**src/rtl/core/b64enc_pkg.sv**
```systemverilog
// shared types, constants and character lookup for the base64 stream encoder
`default_nettype none

package b64enc_pkg;

   // depth of the group queue between front and back
   localparam int unsigned QDEPTH  = 2;
   localparam int unsigned QPTR_W  = (QDEPTH > 1) ? $clog2(QDEPTH) : 1;
   localparam int unsigned QCNT_W  = $clog2(QDEPTH + 1);

   // padding character
   localparam logic [7:0] PAD_CHAR = 8'h3D;

   // how many '=' characters close a group
   typedef enum logic [1:0] {
      PAD_NONE = 2'd0,
      PAD_ONE  = 2'd1,
      PAD_TWO  = 2'd2
   } pad_type;

   // one gathered group on its way to the back end
   typedef struct packed {
      logic [23:0] bits;
      pad_type     pad;
      logic        last;
   } group_type;

   // queue status seen by the front and back ends
   typedef struct packed {
      logic full;
      logic empty;
   } qstat_type;

   // six-bit value to ASCII character of the standard alphabet
   function automatic logic [7:0] b64_char(input logic [5:0] idx);
      logic [7:0] code;
      code = {2'b00, idx};
      case (idx) inside
         [6'd0:6'd25]:  b64_char = 8'h41 + code;
         [6'd26:6'd51]: b64_char = 8'h61 + (code - 8'd26);
         [6'd52:6'd61]: b64_char = 8'h30 + (code - 8'd52);
         6'd62:         b64_char = 8'h2B;
         default:       b64_char = 8'h2F;
      endcase
   endfunction

endpackage

`default_nettype wire

```
**src/rtl/core/b64enc_front.sv**
```systemverilog
// front end: gathers request bytes into 24-bit groups and marks padding
`default_nettype none

module b64enc_front (
   input  wire logic                   clock,
   input  wire logic                   reset,
   input  wire logic                   req_valid,
   output logic                        req_ready,
   input  wire logic [7:0]             req_data_byte,
   input  wire logic                   req_last_byte,
   input  wire b64enc_pkg::qstat_type  qstat,
   output logic                        push,
   output b64enc_pkg::group_type       push_group
);

   logic [15:0] bytes_ff, bytes_in;
   logic [1:0]  cnt_ff, cnt_in;
   logic        take;

   // stall only on a full queue
   assign req_ready = !qstat.full;
   assign take      = req_valid && req_ready;

   // pending bytes and group assembly
   always_comb begin
      bytes_in        = bytes_ff;
      cnt_in          = cnt_ff;
      push            = 1'b0;
      push_group.bits = 24'h000000;
      push_group.pad  = b64enc_pkg::PAD_NONE;
      push_group.last = 1'b0;
      if (take) begin
         case (cnt_ff)
            2'd1: begin
               if (req_last_byte) begin
                  push            = 1'b1;
                  push_group.bits = {bytes_ff[15:8], req_data_byte, 8'h00};
                  push_group.pad  = b64enc_pkg::PAD_ONE;
                  push_group.last = 1'b1;
                  bytes_in        = 16'h0000;
                  cnt_in          = 2'd0;
               end else begin
                  bytes_in = {bytes_ff[15:8], req_data_byte};
                  cnt_in   = 2'd2;
               end
            end
            2'd2: begin
               push            = 1'b1;
               push_group.bits = {bytes_ff, req_data_byte};
               push_group.pad  = b64enc_pkg::PAD_NONE;
               push_group.last = req_last_byte;
               bytes_in        = 16'h0000;
               cnt_in          = 2'd0;
            end
            default: begin
               // empty group, and the unused count value
               if (req_last_byte) begin
                  push            = 1'b1;
                  push_group.bits = {req_data_byte, 16'h0000};
                  push_group.pad  = b64enc_pkg::PAD_TWO;
                  push_group.last = 1'b1;
                  bytes_in        = 16'h0000;
                  cnt_in          = 2'd0;
               end else begin
                  bytes_in = {req_data_byte, 8'h00};
                  cnt_in   = 2'd1;
               end
            end
         endcase
      end
   end

   // state registers
   always_ff @(posedge clock) begin
      if (reset) begin
         bytes_ff <= 16'h0000;
         cnt_ff   <= 2'd0;
      end else begin
         bytes_ff <= bytes_in;
         cnt_ff   <= cnt_in;
      end
   end

endmodule

`default_nettype wire

```
**src/rtl/core/b64enc_queue.sv**
```systemverilog
// short group queue between the front and back ends
`default_nettype none

module b64enc_queue (
   input  wire logic                   clock,
   input  wire logic                   reset,
   input  wire logic                   push,
   input  wire b64enc_pkg::group_type  push_group,
   input  wire logic                   pop,
   output b64enc_pkg::group_type       head_group,
   output b64enc_pkg::qstat_type       qstat
);

   localparam logic [b64enc_pkg::QPTR_W-1:0] PTR_LAST =
      b64enc_pkg::QPTR_W'(b64enc_pkg::QDEPTH - 1);
   localparam logic [b64enc_pkg::QCNT_W-1:0] CNT_FULL =
      b64enc_pkg::QCNT_W'(b64enc_pkg::QDEPTH);

   b64enc_pkg::group_type slot_ff [b64enc_pkg::QDEPTH];
   logic [b64enc_pkg::QPTR_W-1:0] wr_ptr_ff, wr_ptr_in;
   logic [b64enc_pkg::QPTR_W-1:0] rd_ptr_ff, rd_ptr_in;
   logic [b64enc_pkg::QCNT_W-1:0] cnt_ff, cnt_in;
   logic do_push, do_pop;

   assign qstat.full  = (cnt_ff == CNT_FULL);
   assign qstat.empty = (cnt_ff == '0);
   assign do_push     = push && !qstat.full;
   assign do_pop      = pop && !qstat.empty;
   assign head_group  = slot_ff[rd_ptr_ff];

   // pointer and fill count update
   always_comb begin
      wr_ptr_in = wr_ptr_ff;
      rd_ptr_in = rd_ptr_ff;
      cnt_in    = cnt_ff;
      if (do_push) begin
         wr_ptr_in = (wr_ptr_ff == PTR_LAST) ? '0 : wr_ptr_ff + 1'b1;
      end
      if (do_pop) begin
         rd_ptr_in = (rd_ptr_ff == PTR_LAST) ? '0 : rd_ptr_ff + 1'b1;
      end
      if (do_push && !do_pop) begin
         cnt_in = cnt_ff + 1'b1;
      end else if (do_pop && !do_push) begin
         cnt_in = cnt_ff - 1'b1;
      end
   end

   // control registers
   always_ff @(posedge clock) begin
      if (reset) begin
         wr_ptr_ff <= '0;
         rd_ptr_ff <= '0;
         cnt_ff    <= '0;
      end else begin
         wr_ptr_ff <= wr_ptr_in;
         rd_ptr_ff <= rd_ptr_in;
         cnt_ff    <= cnt_in;
      end
   end

   // queue storage
   always_ff @(posedge clock) begin
      if (do_push) begin
         slot_ff[wr_ptr_ff] <= push_group;
      end
   end

endmodule

`default_nettype wire

```
**src/rtl/core/b64enc_back.sv**
```systemverilog
// back end: maps a queued group to four characters in the response register
`default_nettype none

module b64enc_back (
   input  wire logic                   clock,
   input  wire logic                   reset,
   input  wire b64enc_pkg::group_type  head_group,
   input  wire b64enc_pkg::qstat_type  qstat,
   output logic                        pop,
   output logic                        rsp_valid,
   input  wire logic                   rsp_ready,
   output logic [7:0]                  rsp_char_first,
   output logic [7:0]                  rsp_char_second,
   output logic [7:0]                  rsp_char_third,
   output logic [7:0]                  rsp_char_fourth,
   output logic                        rsp_group_last
);

   logic       valid_ff, valid_in;
   logic [7:0] c0_ff, c1_ff, c2_ff, c3_ff;
   logic [7:0] c0_in, c1_in, c2_in, c3_in;
   logic       last_ff;

   // load when the response register is free or being taken
   assign pop = !qstat.empty && (!valid_ff || rsp_ready);

   // character lookup with padding
   always_comb begin
      c0_in = b64enc_pkg::b64_char(head_group.bits[23:18]);
      c1_in = b64enc_pkg::b64_char(head_group.bits[17:12]);
      c2_in = (head_group.pad == b64enc_pkg::PAD_TWO) ? b64enc_pkg::PAD_CHAR
              : b64enc_pkg::b64_char(head_group.bits[11:6]);
      c3_in = (head_group.pad == b64enc_pkg::PAD_NONE)
              ? b64enc_pkg::b64_char(head_group.bits[5:0]) : b64enc_pkg::PAD_CHAR;
      if (pop) begin
         valid_in = 1'b1;
      end else if (rsp_ready) begin
         valid_in = 1'b0;
      end else begin
         valid_in = valid_ff;
      end
   end

   // response valid
   always_ff @(posedge clock) begin
      if (reset) begin
         valid_ff <= 1'b0;
      end else begin
         valid_ff <= valid_in;
      end
   end

   // response payload
   always_ff @(posedge clock) begin
      if (pop) begin
         c0_ff   <= c0_in;
         c1_ff   <= c1_in;
         c2_ff   <= c2_in;
         c3_ff   <= c3_in;
         last_ff <= head_group.last;
      end
   end

   assign rsp_valid       = valid_ff;
   assign rsp_char_first  = c0_ff;
   assign rsp_char_second = c1_ff;
   assign rsp_char_third  = c2_ff;
   assign rsp_char_fourth = c3_ff;
   assign rsp_group_last  = last_ff;

endmodule

`default_nettype wire

```
**src/rtl/core/base64_stream_encoder_core.sv**
```systemverilog
// top level of the base64 stream encoder
//
// channel  dir  handshake              payload
// req      in   req_valid/req_ready    req_data_byte[7:0], req_last_byte
// rsp      out  rsp_valid/rsp_ready    rsp_char_first..rsp_char_fourth[7:0], rsp_group_last
//
// one request byte is taken every cycle while the group queue has room
// a group closed by its last byte is written to the group queue and from there loaded into the response register
// the two-entry group queue and the response register decouple the sides,
// so the request side stalls only when both are occupied
// synchronous active-high reset empties pending bytes, queue and response
`default_nettype none

module base64_stream_encoder_core (
   input  wire logic       clock,
   input  wire logic       reset,
   input  wire logic       req_valid,
   output logic            req_ready,
   input  wire logic [7:0] req_data_byte,
   input  wire logic       req_last_byte,
   output logic            rsp_valid,
   input  wire logic       rsp_ready,
   output logic [7:0]      rsp_char_first,
   output logic [7:0]      rsp_char_second,
   output logic [7:0]      rsp_char_third,
   output logic [7:0]      rsp_char_fourth,
   output logic            rsp_group_last
);

   b64enc_pkg::group_type push_group;
   b64enc_pkg::group_type head_group;
   b64enc_pkg::qstat_type qstat;
   logic                  push;
   logic                  pop;

   // byte gathering
   b64enc_front u_front (
      .clock         (clock),
      .reset         (reset),
      .req_valid     (req_valid),
      .req_ready     (req_ready),
      .req_data_byte (req_data_byte),
      .req_last_byte (req_last_byte),
      .qstat         (qstat),
      .push          (push),
      .push_group    (push_group)
   );

   // group queue
   b64enc_queue u_queue (
      .clock      (clock),
      .reset      (reset),
      .push       (push),
      .push_group (push_group),
      .pop        (pop),
      .head_group (head_group),
      .qstat      (qstat)
   );

   // character mapping and response register
   b64enc_back u_back (
      .clock           (clock),
      .reset           (reset),
      .head_group      (head_group),
      .qstat           (qstat),
      .pop             (pop),
      .rsp_valid       (rsp_valid),
      .rsp_ready       (rsp_ready),
      .rsp_char_first  (rsp_char_first),
      .rsp_char_second (rsp_char_second),
      .rsp_char_third  (rsp_char_third),
      .rsp_char_fourth (rsp_char_fourth),
      .rsp_group_last  (rsp_group_last)
   );

endmodule

`default_nettype wire
```
**config.mk**
```make
export PLATFORM = sky130hd
export DESIGN_NAME = base64_stream_encoder_core
export DESIGN_NICKNAME = d
export VERILOG_FILES = /design/src/rtl/core/b64enc_pkg.sv /design/src/rtl/core/b64enc_front.sv /design/src/rtl/core/b64enc_queue.sv /design/src/rtl/core/b64enc_back.sv /design/src/rtl/core/base64_stream_encoder_core.sv
export SDC_FILE = /design/constraint.sdc
export NUM_CORES = 1
export LEC_CHECK = 0
export BUFFER_PORTS_ARGS = -buffer_cell sky130_fd_sc_hd__buf_4
export CAP_MARGIN = 25
export CELL_PAD_IN_SITES_DETAIL_PLACEMENT = 0
export CELL_PAD_IN_SITES_GLOBAL_PLACEMENT = 1
export CORE_ASPECT_RATIO = 1.25
export CORE_MARGIN = 10
export CORE_UTILIZATION = 53
export DETAILED_ROUTE_END_ITERATION = 8
export GPL_TIMING_DRIVEN = 0
export PLACE_DENSITY_LB_ADDON = 0.2
export SLEW_MARGIN = 20
export SYNTH_ARGS = -nofsm -noshare
export SYNTH_HDL_FRONTEND = slang
export SYNTH_HIERARCHICAL = 1
export SYNTH_SLANG_ARGS = --single-unit
```
**constraint.sdc**
```tcl
create_clock -name clock -period 6.05 [get_ports clock]
set_input_delay 0.9075 -clock clock [delete_from_list [all_inputs] [get_ports clock]]
set_output_delay 0.9075 -clock clock [all_outputs]
set_load 0.02 [all_outputs]
```
* Yosys cells after proc, flatten, opt, wreduce, memory -nomap -nowiden
Memory sizes are Yosys's and may differ from the RTL's. A register that Yosys moved wholly into a read port is not among the register bits.
Cells that the tools add are included.
** Storage, ports and cells
- Flip-flop bits (word level) :: 56
- Bits in writable memories :: 54
- Output and inout port bits :: 35
- Word-level logic and storage cells :: 138
- Memories kept :: 1
** Cells by class
- $add $sub $neg :: 24
- $lt $le $gt $ge :: 24
- Eq/ne operators :: 9
- Multiplexer cells :: 39
- Reduce and logical (&&, ||, !) cells :: 29
** Memories
- u_queue.slot_ff :: depth 2, bits a word 27, rd ports 1, clocked after memory_dff 1, wr ports 1, line b64enc_queue.sv:19 : b64enc_pkg::group_type slot_ff [b64enc_pkg::QDEPTH];
** Operators by type and width (number)
- $mux W8 :: 12
- $mux W27 :: 3
- $pmux W27 S2 :: 1
- $le A6 B6 Y1 const B :: 8
- $add A6 B8 Y8 const A :: 4
- $add A7 B6 Y8 const A :: 4
- $add A7 B8 Y8 const A :: 4
- $mux W16 :: 2
- $pmux W16 S2 :: 1
- $sub A6 B5 Y7 const B :: 4
- $sub A6 B6 Y7 const B :: 4
- $eq A6 B6 Y1 const B :: 4
- $ge A6 B1 Y1 const B :: 4
- $ge A6 B5 Y1 const B :: 4
- $ge A6 B6 Y1 const B :: 4
- $le A6 B5 Y1 const B :: 4
- $logic_and A1 B1 Y1 :: 18
- $mux W1 :: 12
- $mux W3 :: 4
- $eq A2 B2 Y1 const B :: 3
- $mux W2 :: 3
- $logic_not A1 Y1 :: 5
- $logic_not A2 Y1 :: 2
- $pmux W2 S2 :: 1
- other kinds (8) :: 10

* Logic depth before layout (Yosys ltp)
- Depth in word-level cells :: 9
- Gate-level depth with buffers :: 12
- Mapped depth without buffers :: 10

* Modules after synthesis
Netlist, hierarchy kept.
** Modules (own cells, without submodules)
- b64enc_back :: times used 1, cells each 382, area each 3585.9 um2, sequential area each 1011.0 um2
- b64enc_queue :: times used 1, cells each 109, area each 2163.3 um2, sequential area each 1721.7 um2
- b64enc_front :: times used 1, cells each 108, area each 998.5 um2, sequential area each 360.3 um2

* Least setup slack after synthesis
OpenSTA, ideal clock, no wires.
- Kind :: in2reg
- Start point :: input port rsp_ready
- End point :: register u_queue/cnt_ff[1] (netlist bit)
- Arrival time :: 3881 ps
- Data required time :: 5980 ps
- Slack :: 2099 ps
- Stages on the path :: 6
- Path through :: nand2b_1 > nor2b_1 > o21ai_0 > ha_1 > or3_1 > a21oi_1
** Between the ends
- Word-level cells in the longest chain between the ends :: 6
** Ends and longest elaborated chain
- start: declaration :: line base64_stream_encoder_core.sv:22 : input wire logic rsp_ready,
- $logic_or A1 B1 Y1 * :: line b64enc_back.sv:25 : assign pop = !qstat.empty && (!valid_ff || rsp_ready);
- $logic_and A1 B1 Y1 * :: line b64enc_back.sv:25
- named net pop :: line base64_stream_encoder_core.sv:34 : logic pop;
- $logic_and A1 B1 Y1 * :: line b64enc_queue.sv:28 : assign do_pop = pop && !qstat.empty;
- $logic_not A1 Y1 :: line b64enc_queue.sv:42 : if (do_push && !do_pop) begin
- $logic_and A1 B1 Y1 :: line b64enc_queue.sv:42
- $mux W2 or $reduce_bool A2 Y1 (tied branches)
- end signal: assignment :: line b64enc_queue.sv:58 : cnt_ff <= cnt_in;
- end: declaration :: line b64enc_queue.sv:22 : logic [b64enc_pkg::QCNT_W-1:0] cnt_ff, cnt_in;
Mark *: on every way through the listed nets, which the timed path passes. The rest lies on a longest branch.
A chain may end at the register's enable or synchronous reset.

==> impl_metrics.py <==
metrics = {
    "logic_synthesis": {
        "synth_edf_count": 87,
        "syn_inst": 599,
        "yosys_warnings": 6,
        "syn_area_um2": 6750,
        "seq_area_frac_synth": 0.458,
        "synthArstFlopShare": 0,
        "synth-seq-cells": 111,
        "synthTopCellsByArea": "edfxtp_1 (39%), ha_1 (12%), dfxtp_1 (7.1%), mux2_2 (4.5%), xnor2_1 (2.9%)",
        "syn_nets": 677,
        "synth_top_cell_area_share": 0.387,
        "synth_cell_types": 69,
        "syn_area_per_cell_um2": 11.3,
        "synth_top_area_cell": "edfxtp_1",
        "synth_ff_type": "edfxtp_1",
    },
    "sta": {
        "period_share": 0.508,
        "min_period_ns": 3.08,
        "hold_ws_ns": 0.477,
        "clock_skew_ns": 0.0108,
        "fmax_ghz": 0.325,
        "timing.final.hold_violations": 0,
        "setup_viol": 0,
        "timing.final.max_slew_violations": 0,
        "setup_slack_ns": 2.97,
        "worst_pin_slew_ns": 0.760,
        "slew_headroom": 0.491,
        "rsz0062_at_grt": "no",
        "tns_ns": 0,
    },
    "clock_tree": {
        "clk_latency_ns": 0.35,
        "cts.sinks": 111,
        "clk_path_buf_depth": 2,
        "cts_root_buffer": "clkbuf_16",
        "cts_tree": "built",
        "post_cts_buffers": 0,
        "cts.clk_slew.worst_paths_ns": 0.08,
        "ctsHtreeMaxLevel": 3,
        "numCtsBuffers": 9,
        "cts_hold_buf": 0,
        "ctsResizeCount": 0,
    },
    "detailed_routing": {
        "drc": 0,
        "routed_wl_mm": 13.6,
        "avgRoutedWirePerCell_um": 16.3,
        "vias_per_cell": 5.62,
        "firstDrtPassIters": 4,
        "detail-route-antenna-nets": 0,
        "drtIter0Drc": 280,
        "vias": 4675,
    },
    "layout": {
        "final_nets": 737,
        "seq_area_um2": 3090,
        "design_area_um2": 7670,
        "area.growth.synth_to_final_pct": 13.6,
        "drive_gt1_frac": 0.202,
        "fillers": 1060,
        "final_cell_mix": "edfxtp_1 (87), ha_1 (65), buf_4 (53)",
        "mostFrequentLayoutCell": "edfxtp_1",
        "diodes": 0,
        "multiInputGateArea_um2": 3410,
    },
    "grt": {
        "grt_pass1_wl_mm": 22.4,
        "grt_pass1_vias": 4528,
        "grt_usage": 0.153,
        "overflow": 0,
        "grt_max_degree": 30,
        "antenna_found_initial": 0,
    },
    "die": {
        "die_area_um2": 17700,
        "core_area_um2": 12600,
        "die_w_um": 121,
        "ios": 48,
        "row_count": 46,
        "start_util": 0.535,
        "fp.dieH_um": 146,
    },
    "worst_setup_path": {
        "worstSetupPathType": "reg2reg",
        "path_cells": "buf_2 -> buf_4 -> mux2_2 -> inv_1 -> ha_1 -> nand2_1 -> a31oi_1 -> nor2_1 -> nor4b_1",
        "worstSetupStartpointType": "register",
        "cp_data_arrival_time_ns": 3.16,
        "slowest_delay_ns": 0.64,
        "rr_worst_depth": 9,
        "cpMaxStageDelayCell": "a31oi_1",
        "cp_max_fo": 10,
        "end_kind": "register",
        "crit_required_ns": 6.13,
    },
    "power_and_ir_drop": {
        "ir_worst_vdd_v": 0.000224,
        "p_leak_nw": 3.04,
        "powerDensity_nw_per_um2": 488,
        "power_mw": 3.74,
    },
    "placed_design": {
        "placed_area_um2": 7370,
        "numPortBuffers": 47,
        "dp_hpwl_mm": 10.1,
        "gp_congestion": 0.893,
        "dp_slack_ns": 3.03,
    },
    "run_status": {
        "status": "complete, no violations",
    },
    "hold_path": {
        "min-delay-path-class": "reg2reg",
        "whs_path_depth": 2,
    },
    "job": {
        "maxCapViolations": 0,
    },
}
[critical path, delay by kind of cell (launching register included)]
kind	cells	cell delay, ns
buffers and inverters	3	0.76
muxes	1	0.43
AOI/OAI and AO/OA	1	0.64
DFF	1	0.31
and+or+nand+nor	3	0.40
adders and majority gates	1	0.26
[per-stage QoR]
| step | instances | util |
|---|---|---|
| finish | 832 | 0.608 |
| global route | 832 | 0.608 |
| CTS | 832 | 0.608 |
| detailed placement | 816 | 0.584 |
| global placement | 814 | 0.580 |
| floorplan | 599 | - |
[final timing paths]
kind / startpoint / slack [ns] / end
hold / removal: u_front/bytes_ff[2]$_SDFFE_PP0P_ / 0.48 / u_front/bytes_ff[2]$_SDFFE_PP0P_
setup / recovery: register / 2.97 / u_back/rsp_char_third[7]$_SDFFCE_PN0P_
setup reg to reg: register / 2.97 / u_back/rsp_char_third[7]$_SDFFCE_PN0P_
hold reg to reg: u_front/bytes_ff[2]$_SDFFE_PP0P_ / 0.48 / u_front/bytes_ff[2]$_SDFFE_PP0P_
[synth_stat cells (all sizes together), types with 6 or more instances]
cell type,number
nor3b,7
a31oi,6
a22o,21
a21oi,36
a31o,6
xnor2,22
buf,19
and3,11
xor2,21
nor2b,6
edfxtp,87
inv,28
o211ai,8
dfxtp,24
o221ai,6
a21o,11
ha,65
mux2,27
nor2,41
nand2b,12
nand2,37
a22oi,8
o21a,6
o21ai,18
[kinds of logic after synthesis]
family,Yosys count,share of synthesized area
AOI/OAI and AO/OA,150,0.158
xor gates and xnor gates,43,0.0558
adders and majority gates,65,0.121
buffers and inverters,52,0.0373
DFF,111,0.458
muxes,29,0.0480
and+or+nand+nor,149,0.122
[report_power, final]
group | switching, mW | internal [mW]
logic | 1.19 | 0.831
clock network | 0.266 | 0.320
registers | 0.0511 | 1.09
[flip-flops by register name (all words and copies together), names as in the netlist, named ones only]
register,flops
u_back/rsp_char_fourth,8
u_front/cnt_ff,2
u_queue/rd_ptr_ff,1
u_back/rsp_group_last,1
u_queue/wr_ptr_ff,1
u_back/rsp_char_second,8
u_back/rsp_char_first,8
u_back/rsp_char_third,8
u_queue/cnt_ff,2
u_front/bytes_ff,16
u_queue/slot_ff,54
u_back/rsp_valid,1
[routing by layer]
| metal | wire length (um) | share of wire | global-route usage | vias up |
|---|---|---|---|---|
| met5 | 0 | 0 | 0 | - |
| met3 | 645 | 0.047 | 0.0355 | 7 |
| met4 | 129 | 0.0095 | 0.0405 | 0 |
| met2 | 6770 | 0.50 | 0.261 | 95 |
| li1 | - | - | - | 2324 |
| met1 | 6050 | 0.44 | 0.187 | 2249 |
[cell type report]
cell class / instances / area share
multi-input cells: 436 / 0.445
flip-flops and latches: 111 / 0.403
repair buffers: 49 / 0.0522
clock buffers: 12 / 0.0349
well taps: 168 / 0.0274
plain buffers: 24 / 0.0191
inverters: 28 / 0.0137
clock inverters: 4 / 0.00441
No activity file was read; power rests on OpenSTA's default activity.
